[config.mk]
export PLATFORM = sky130hd
export DESIGN_NAME = keypad_code_lock_core
export DESIGN_NICKNAME = d
export VERILOG_FILES = /design/src/design/kcl_pkg.sv /design/src/design/keypad_code_lock_core.sv
export VERILOG_INCLUDE_DIRS = /design/src /design/src/design
export SDC_FILE = /design/constraint.sdc
export NUM_CORES = 1
export LEC_CHECK = 0
export ABC_AREA = 0
export BUFFER_PORTS_ARGS = -buffer_cell sky130_fd_sc_hd__buf_2
export CAP_MARGIN = 20
export CORE_AREA = 4 4 136 138
export CTS_CLUSTER_SIZE = 30
export DETAILED_ROUTE_END_ITERATION = 16
export DIE_AREA = 0 0 140 142
export GPL_TIMING_DRIVEN = 0
export MAX_ROUTING_LAYER = met4
export PLACE_DENSITY = 0.57
export SYNTH_ARGS = -nofsm -noshare
export SYNTH_HDL_FRONTEND = slang
export SYNTH_SLANG_ARGS = --single-unit
export TNS_END_PERCENT = 20
[constraint.sdc]
create_clock -name clk -period 7.2 [get_ports clk]
set_input_delay 0.36 -clock clk [delete_from_list [all_inputs] [get_ports clk]]
set_output_delay 0.36 -clock clk [all_outputs]
set_load 0.02 [all_outputs]
[src/design/assert_macros.svh]
// Assertion macros shared by the keypad code lock RTL.
// Depends on nothing; the including module must provide clk and rst_n.
`ifndef ASSERT_MACROS_SVH
`define ASSERT_MACROS_SVH

// Concurrent check on the rising clock edge, switched off while in reset.
`define ASSERT_CLK(lbl, prop, msg) \
  lbl: assert property (@(posedge clk) disable iff (!rst_n) (prop)) else $error(msg);

// Implication check: the consequent must hold in the cycle after the antecedent.
`define ASSERT_NEXT(lbl, ante, cons, msg) \
  lbl: assert property (@(posedge clk) disable iff (!rst_n) (ante) |=> (cons)) \
    else $error(msg);

`endif

[src/design/kcl_pkg.sv]
// Types, codes and key tables for the keypad code lock.
// Used by keypad_code_lock_core; depends on nothing.
package kcl_pkg;

  localparam int MAX_DIGITS = 6;
  localparam int MIN_LEN    = 4;
  localparam int KEY_W      = 4;
  localparam int POS_W      = $clog2(MAX_DIGITS + 1);
  localparam int IDX_W      = $clog2(MAX_DIGITS);

  localparam logic [KEY_W-1:0] KEY_A     = 4'd3;
  localparam logic [KEY_W-1:0] KEY_B     = 4'd7;
  localparam logic [3:0]       NO_DIGIT  = 4'd15;
  localparam logic [3:0]       COUNT_MAX = 4'd15;

  typedef enum logic [1:0] {
    MODE_ENTRY  = 2'd0,
    MODE_OFFER  = 2'd1,
    MODE_LENGTH = 2'd2,
    MODE_NEW    = 2'd3
  } mode_t;

  typedef enum logic [3:0] {
    ST_DIGIT     = 4'd0,
    ST_CORRECT   = 4'd1,
    ST_WRONG     = 4'd2,
    ST_ALARM     = 4'd3,
    ST_IGNORED   = 4'd4,
    ST_CHG_YES   = 4'd5,
    ST_CHG_NO    = 4'd6,
    ST_LEN_SET   = 4'd7,
    ST_NEW_DIGIT = 4'd8,
    ST_NEW_DONE  = 4'd9
  } status_t;

  typedef struct packed {
    logic [1:0] key_row;
    logic [1:0] key_col;
  } key_in_t;

  typedef struct packed {
    status_t    status;
    logic [6:0] key_char;
    logic [3:0] attempts;
    logic [3:0] code_len;
  } result_t;

  // ASCII of each key, layout 1 2 3 A / 4 5 6 B / 7 8 9 C / * 0 # D.
  function automatic logic [6:0] key_ascii(input logic [KEY_W-1:0] key);
    logic [6:0] c;
    unique case (key)
      4'd0:    c = 7'h31;
      4'd1:    c = 7'h32;
      4'd2:    c = 7'h33;
      4'd3:    c = 7'h41;
      4'd4:    c = 7'h34;
      4'd5:    c = 7'h35;
      4'd6:    c = 7'h36;
      4'd7:    c = 7'h42;
      4'd8:    c = 7'h37;
      4'd9:    c = 7'h38;
      4'd10:   c = 7'h39;
      4'd11:   c = 7'h43;
      4'd12:   c = 7'h2A;
      4'd13:   c = 7'h30;
      4'd14:   c = 7'h23;
      default: c = 7'h44;
    endcase
    return c;
  endfunction

  // Numeric value of digit keys; NO_DIGIT for letters, star and hash.
  function automatic logic [3:0] key_value(input logic [KEY_W-1:0] key);
    logic [3:0] v;
    unique case (key)
      4'd0:    v = 4'd1;
      4'd1:    v = 4'd2;
      4'd2:    v = 4'd3;
      4'd4:    v = 4'd4;
      4'd5:    v = 4'd5;
      4'd6:    v = 4'd6;
      4'd8:    v = 4'd7;
      4'd9:    v = 4'd8;
      4'd10:   v = 4'd9;
      4'd13:   v = 4'd0;
      default: v = NO_DIGIT;
    endcase
    return v;
  endfunction

endpackage

[src/design/keypad_code_lock_core.sv]
// Keypad code lock core: key event input stage, code compare and mode logic,
// result register and APB-style register port. Depends on kcl_pkg.
`include "assert_macros.svh"

// One debounced key press (row and column of a 4x4 keypad) enters per
// transfer and yields exactly one result: a status code, the key's ASCII
// character, the wrong attempt count and the code length in force. A key can
// be taken every cycle while the consumer does not stall the result channel.
// Each key waits in the input register, and its result in the result
// register, before the result is offered on the result channel. The whole
// decision (an all-positions compare against the stored code plus the mode
// update) is one registered pass. The input stage stalls only while the
// result register holds a result that the consumer has not yet taken. The
// single register max_attempts sits at byte address 0 and should be written
// only while no key is in flight. After reset the code is 1 2 3 4.
module keypad_code_lock_core
  import kcl_pkg::*;
(
  input  logic        clk,
  input  logic        rst_n,
  // key event channel
  input  logic        in_valid,
  output logic        in_stall,
  input  key_in_t     in_data,
  // result channel
  output logic        out_valid,
  input  logic        out_stall,
  output result_t     out_data,
  // register port
  input  logic        psel,
  input  logic        penable,
  input  logic        pwrite,
  input  logic [2:0]  paddr,
  input  logic [31:0] pwdata,
  output logic [31:0] prdata,
  output logic        pready
);

  // Configuration register.
  logic [3:0] max_attempts_r;

  // Pipeline registers.
  logic    in_valid_r, in_valid_nxt;
  key_in_t in_r;
  logic    out_valid_r, out_valid_nxt;
  result_t out_r, out_nxt;

  // Lock state.
  mode_t            mode_r, mode_nxt;
  logic [POS_W-1:0] pos_r, pos_nxt;
  logic [POS_W-1:0] len_r, len_nxt;
  logic [3:0]       wc_r, wc_nxt;
  logic [KEY_W-1:0] entered_r [MAX_DIGITS];
  logic [KEY_W-1:0] stored_r  [MAX_DIGITS];

  // Per-key working signals.
  logic             in_xfer;
  logic             adv;
  logic [KEY_W-1:0] key;
  logic [POS_W-1:0] pos_eff;
  logic [POS_W-1:0] pos_inc;
  logic [IDX_W-1:0] idx;
  logic [3:0]       wc_inc;
  logic [3:0]       kval;
  logic             same;
  logic             ent_we;
  logic             code_we;
  status_t          status;

  logic cfg_wr;
  logic cfg_hit;

  // The input register moves into the result register whenever the result
  // register is empty or its result is being taken in this cycle.
  assign adv      = in_valid_r && (!out_valid_r || !out_stall);
  assign in_stall = in_valid_r && !adv;
  assign in_xfer  = in_valid && !in_stall;

  assign out_valid = out_valid_r;
  assign out_data  = out_r;

  always_comb begin
    in_valid_nxt  = in_xfer ? 1'b1 : (adv ? 1'b0 : in_valid_r);
    out_valid_nxt = adv ? 1'b1 : ((out_valid_r && !out_stall) ? 1'b0 : out_valid_r);
  end

  // Register port: one register at address 0; other addresses read zero.
  assign pready  = 1'b1;
  assign cfg_hit = (paddr[2] == 1'b0) && (paddr[1:0] == 2'b00);
  assign cfg_wr  = psel && penable && pwrite && cfg_hit;
  assign prdata  = cfg_hit ? {28'd0, max_attempts_r} : 32'd0;

  assign key     = {in_r.key_row, in_r.key_col};
  // The position never legally reaches MAX_DIGITS; wrap it defensively.
  assign pos_eff = (pos_r >= POS_W'(MAX_DIGITS)) ? '0 : pos_r;
  assign pos_inc = pos_eff + POS_W'(1);
  assign idx     = pos_eff[IDX_W-1:0];
  assign wc_inc  = (wc_r != COUNT_MAX) ? (wc_r + 4'd1) : wc_r;
  assign kval    = key_value(key);

  // Compare every active position at once; the key arriving now stands in
  // for the entry it is about to overwrite.
  always_comb begin
    same = 1'b1;
    for (int i = 0; i < MAX_DIGITS; i++) begin
      if ((POS_W'(i) < len_r) &&
          (((IDX_W'(i) == idx) ? key : entered_r[i]) != stored_r[i])) begin
        same = 1'b0;
      end
    end
  end

  // Mode sequencer and result formation.
  always_comb begin
    mode_nxt = mode_r;
    pos_nxt  = pos_eff;
    len_nxt  = len_r;
    wc_nxt   = wc_r;
    status   = ST_IGNORED;
    ent_we   = 1'b0;
    code_we  = 1'b0;
    unique case (mode_r)
      MODE_ENTRY: begin
        ent_we  = 1'b1;
        pos_nxt = pos_inc;
        status  = ST_DIGIT;
        if (pos_inc >= len_r) begin
          pos_nxt = '0;
          if (same) begin
            status   = ST_CORRECT;
            mode_nxt = MODE_OFFER;
          end else if (wc_inc >= max_attempts_r) begin
            status = ST_ALARM;
            wc_nxt = 4'd0;
          end else begin
            status = ST_WRONG;
            wc_nxt = wc_inc;
          end
        end
      end
      MODE_OFFER: begin
        if (key == KEY_A) begin
          status   = ST_CHG_YES;
          mode_nxt = MODE_LENGTH;
        end else if (key == KEY_B) begin
          status   = ST_CHG_NO;
          mode_nxt = MODE_ENTRY;
          pos_nxt  = '0;
        end
      end
      MODE_LENGTH: begin
        if ((kval >= 4'(MIN_LEN)) && (kval <= 4'(MAX_DIGITS))) begin
          len_nxt  = POS_W'(kval);
          pos_nxt  = '0;
          mode_nxt = MODE_NEW;
          status   = ST_LEN_SET;
        end
      end
      MODE_NEW: begin
        code_we = 1'b1;
        pos_nxt = pos_inc;
        status  = ST_NEW_DIGIT;
        if (pos_inc >= len_r) begin
          status   = ST_NEW_DONE;
          pos_nxt  = '0;
          mode_nxt = MODE_ENTRY;
        end
      end
      default: begin
        mode_nxt = MODE_ENTRY;
      end
    endcase
    out_nxt.status   = status;
    out_nxt.key_char = key_ascii(key);
    out_nxt.attempts = wc_nxt;
    out_nxt.code_len = 4'(len_nxt);
  end

  // Control and state registers.
  always_ff @(posedge clk) begin
    if (!rst_n) begin
      in_valid_r     <= 1'b0;
      out_valid_r    <= 1'b0;
      max_attempts_r <= 4'd3;
      mode_r         <= MODE_ENTRY;
      pos_r          <= '0;
      len_r          <= POS_W'(MIN_LEN);
      wc_r           <= 4'd0;
    end else begin
      in_valid_r  <= in_valid_nxt;
      out_valid_r <= out_valid_nxt;
      if (cfg_wr) begin
        max_attempts_r <= pwdata[3:0];
      end
      if (adv) begin
        mode_r <= mode_nxt;
        pos_r  <= pos_nxt;
        len_r  <= len_nxt;
        wc_r   <= wc_nxt;
      end
    end
  end

  // Stored code: reset to keys 1 2 3 4 (key codes 0 1 2 4), rest zero.
  always_ff @(posedge clk) begin
    if (!rst_n) begin
      for (int i = 0; i < MAX_DIGITS; i++) begin
        stored_r[i] <= '0;
      end
      stored_r[0] <= 4'd0;
      stored_r[1] <= 4'd1;
      stored_r[2] <= 4'd2;
      stored_r[3] <= 4'd4;
    end else if (adv && code_we) begin
      stored_r[idx] <= key;
    end
  end

  // Payload registers; no reset needed. Entered keys are only read after
  // being written in the current round.
  always_ff @(posedge clk) begin
    if (in_xfer) begin
      in_r <= in_data;
    end
    if (adv) begin
      out_r <= out_nxt;
    end
    if (adv && ent_we) begin
      entered_r[idx] <= key;
    end
  end

  // Checks on the lock's own bookkeeping.
  `ASSERT_CLK(a_pos_below_len, pos_r < len_r, "position reached code length")
  `ASSERT_CLK(a_len_range, (len_r >= POS_W'(MIN_LEN)) && (len_r <= POS_W'(MAX_DIGITS)),
              "code length out of range")
  `ASSERT_CLK(a_pos_idle_modes,
              ((mode_r != MODE_OFFER) && (mode_r != MODE_LENGTH)) || (pos_r == '0),
              "position not cleared outside key collection")
  `ASSERT_NEXT(a_adv_fills_out, adv, out_valid_r, "advanced key left no result")
  `ASSERT_NEXT(a_alarm_clears, adv && (status == ST_ALARM), wc_r == 4'd0,
               "alarm did not clear the attempt count")

endmodule

==> results.txt <==
In this run the critical register-to-register path is launched from in_r[2]$_DFFE_PP_. The net total in the final layout came out at 627. The share of total power dissipated in sequential elements is 51.0%.

The layout filler cell count came out at 1774. Of all nets on the critical path, the largest fanout is 10. The launch instance of the worst min-delay path is in_data[1].

After synthesis the netlist holds a flip-flop and latch count of 92. The commonest cells after synthesis are 70 x edfxtp_1, 43 x nand2_1, 31 x buf_4. The Yosys step of the flow raised 0 warnings. The data arrival time of the critical path is 3.55 ns. The remaining global-route overflow came out at 0.

After layout, the design draws a total of 0.00119 W. The number of antenna violations at the first check in global routing is 0. The total setup violations reported at the end of the flow came out at 0. The path class of the tightest hold or removal check is in2reg. The post-detailed-route wirelength per cell came out at 15.5 µm. In this run the worst setup path begins at in_r[2]$_DFFE_PP_. The minimum clock period after layout came out at 3.46 ns. The run finished with clean final reports. The first-pass GRT wire length is 19300 µm.

The register area share after synthesis came out at 49.6%. The post-synthesis async set-or-reset flop share came out at 0%. By instance count, the leading cell after synthesis is edfxtp_1.

The number of slew-limit violations in the final report is 0. The detailed router placed 3698 vias in this run. The H-tree level count is 3. The clock tree root buffer cell is clkbuf_16. Summed over all instances, the cell type with the most area after synthesis is edfxtp_1. The routability congestion estimate is 0.822. The highest achievable clock rate is 0.289 GHz. The analysis attributes to net switching a power of 0.000302 W. The cell area after placement came out at 5730 µm². The TritonCTS sink count is 92. The worst pin sits at a relative slew slack of 49.4%. The switching share of power came out at 25.3%. The buffer count from post-CTS setup fixing came out at 0. Traced cell by cell, the critical path runs through buf_2, clkbuf_1, o221ai_1, a2111oi_0, nor2_1, nor2_1, o211ai_1, a21o_1, buf_6, nand3_4, mux2_4. The mapped netlist covers 5130 µm².

The global routing usage summed across all routing layers came out at 12.7%. The half-perimeter wire length of the detailed placement result came out at 9010 µm. Setup repair after global routing left no endpoint under its margin. The clock network latency to the later pin of the worst-skew pair came out at 0.34 ns.

In the final layout, the share of cells above drive strength 1 is 19.8%. The cell with the most instances on the worst path is nor2_1. The total of buffers placed on input and output ports is 40. The internal cell power is 0.000890 W.

The most used flip-flop cell after synthesis is edfxtp_1. The worst setup path is of the reg2reg kind. The number of gates on the worst path with buffers counted is 11.

After synthesis, the cell types taking the most area are edfxtp_1 41%, dfxtp_1 8.6%, ha_1 5.1%, mux2i_1 5.1%, buf_4 4.5%. After detailed routing, the number of remaining DRC violations is 0. The pin count of the biggest net entering global routing is 16. The final hold violation count came out at 0.

The x dimension of the die is 140 µm. The floorplan die area is 19900 µm². The static leakage power came out at 2.41 nW. The region available for standard cell placement spans 17200 µm². Dividing the final minimum period by the clock period gives 48.1%.

The count of inserted antenna diode cells came out at 0. The portion of synthesized cell area occupied by the leading cell type came out at 41.0%. The number of nets with antenna violations after routing came out at 0.

Clock-pin slew was measured on the worst setup and hold paths at 0.07 ns. The power density relative to cell area is 199 nW/µm². The per-cell via count in the routed design came out at 4.68.

The total wirelength of the detailed-routed design came out at 12200 µm. After synthesis, the netlist uses 56 different library cells. The slowest stage of the critical path is the edfxtp_1 cell.

The post-route setup TNS is 0 ns. The number of enable flip-flop cells after synthesis is 70. The slew at the pin closest to its max-slew limit is 0.759 ns. The height of the die is 142 µm. The post-synthesis area per instance came out at 10.7 µm². The tool flagged a number of max-cap violations equal to 0. After clock tree synthesis, the flow added hold-fix buffers numbering 0. The site row count came out at 48. Counting along the longest clock path gives a buffer depth of 2.

The clock power share came out at 36.4%. The relative contribution of combinational cells to total power came out at 12.6%. 100 I/O pins were placed. Along the worst hold path, the cell count comes to 1. The number of buffers and inverters on the critical path is 3.

The number of instances resized during post-cts repair is 0. STA classifies the critical path startpoint as a register. The highest cell delay on the worst timing path is 0.59 ns. The final worst clock skew came out at 0.00799 ns. For this configuration, the core starts out at a cell density of 29.8%. The number of violations reported at the end of detailed-routing iteration 0 is 210. The required time of the critical path is 7.29 ns. Grouping stages by cell kind, the critical path spends the most delay in compound AO/OA/AOI/OAI gates. The area growth from synthesis to layout is 17.0%. In the synthesized netlist, the number of instances is 480.

The number of buffers created by CTS came out at 9. The depth of the worst register-to-register path is 11. STA classifies the critical path endpoint as a register. The area of all placed cells without fillers is 6000 µm². TritonCTS built the clock tree. IR analysis of the VDD net gives a maximum drop of 0.103 mV. The number of global-route vias before repair was 3706.

The detailed-routing iteration count for the pre-antenna-repair pass came out at 5.
==> stage by stage <==
step,utilization (%),instances,hold WS (ns),setup WS (ns)
detailed placement,33.3,774,0.494,3.64
finish,34.9,790,0.215,3.74
global route,34.9,790,0.194,3.48
floorplan,-,508,0.459,4.40
global placement,33.3,773,0.482,3.47
CTS,34.9,790,0.204,3.64
==> worst reg2reg max path, cell delays in order, from the launching register on <==
cell and delay [ns]:
edfxtp_1 0.59, buf_2 0.31, clkbuf_1 0.51, o221ai_1 0.24, a2111oi_0 0.37, nor2_1 0.08, nor2_1 0.13, o211ai_1 0.15
a21o_1 0.22, buf_6 0.14, nand3_4 0.15, mux2_4 0.33
==> flip-flops by register name (all words and copies together) (netlist names), named ones only <==
name / count
wc_r: 4
kval: 4
stored_r: 24
pos_r: 3
entered_r: 24
out_valid: 1
mode_r: 1
out_data: 18
in_r: 4
in_valid_r: 1
len_r: 3
max_attempts_r: 4
==> cell type report <==
class                      count  area, µm²  area share (%)
sequential                    92       2540            42.4
clock buffer                  11        243            4.05
multi-input combinational    332       2240            37.3
clock inverter                 5       27.5           0.459
buffer                        54        340            5.67
tap                          225        282            4.69
timing repair buffer          41        215            3.59
inverter                      30        113            1.88
==> power groups by stage <==
stage                     sequential, W  combinational (W)  clock (W)
after floorplan                0.000620           0.000106          0
after global placement         0.000619           0.000144          0
final                          0.000607           0.000150   0.000434
after global routing           0.000610           0.000164   0.000469
after detailed placement       0.000619           0.000149          0
after CTS                      0.000608           0.000149   0.000440
==> cell families after synthesis <==
| logic type | after synthesis | share of synthesized area, % |
|---|---|---|
| simple gates | 143 | 14.3 |
| flops | 92 | 49.6 |
| compound gates | 82 | 11.2 |
| other cells | 2 | 0.147 |
| mux | 31 | 6.47 |
| xor+xnor | 25 | 4.27 |
| fa+ha+maj | 21 | 5.13 |
| buf+inv | 84 | 8.84 |
==> per-layer routing <==
| metal | track usage [%] | vias to the layer above | part of all wire (%) |
|---|---|---|---|
| met3 | 3.09 | 13 | 5.4 |
| met1 | 16.0 | 1776 | 45 |
| li1 | - | 1798 | - |
| met5 | - | - | 0 |
| met2 | 20.4 | 111 | 49 |
| met4 | 3.57 | 0 | 1.2 |
==> worst paths after layout <==
| check | endpoint | slack (ns) |
|---|---|---|
| max | out_data[6]$_DFFE_PP_ | 3.74 |
| min reg2reg | len_r[1]$_SDFFE_PN0P_ | 0.50 |
| max reg2reg | out_data[6]$_DFFE_PP_ | 3.74 |
| min | in_r[1]$_DFFE_PP_ | 0.21 |
==> placed cells by master, fill, tap and decap left out, drive strengths merged, types with 9 or more instances in the layout <==
| cell | instances |
|---|---|
| a21oi | 12 |
| and2 | 11 |
| and3 | 9 |
| buf | 81 |
| clkbuf | 25 |
| conb | 30 |
| dfxtp | 22 |
| edfxtp | 70 |
| ha | 21 |
| inv | 28 |
| mux2i | 26 |
| nand2 | 43 |
| nand3 | 10 |
| nor2 | 28 |
| nor3 | 11 |
| o21ai | 18 |
| xnor2 | 13 |
| xor2 | 12 |
(Power assumes the default switching activity.)
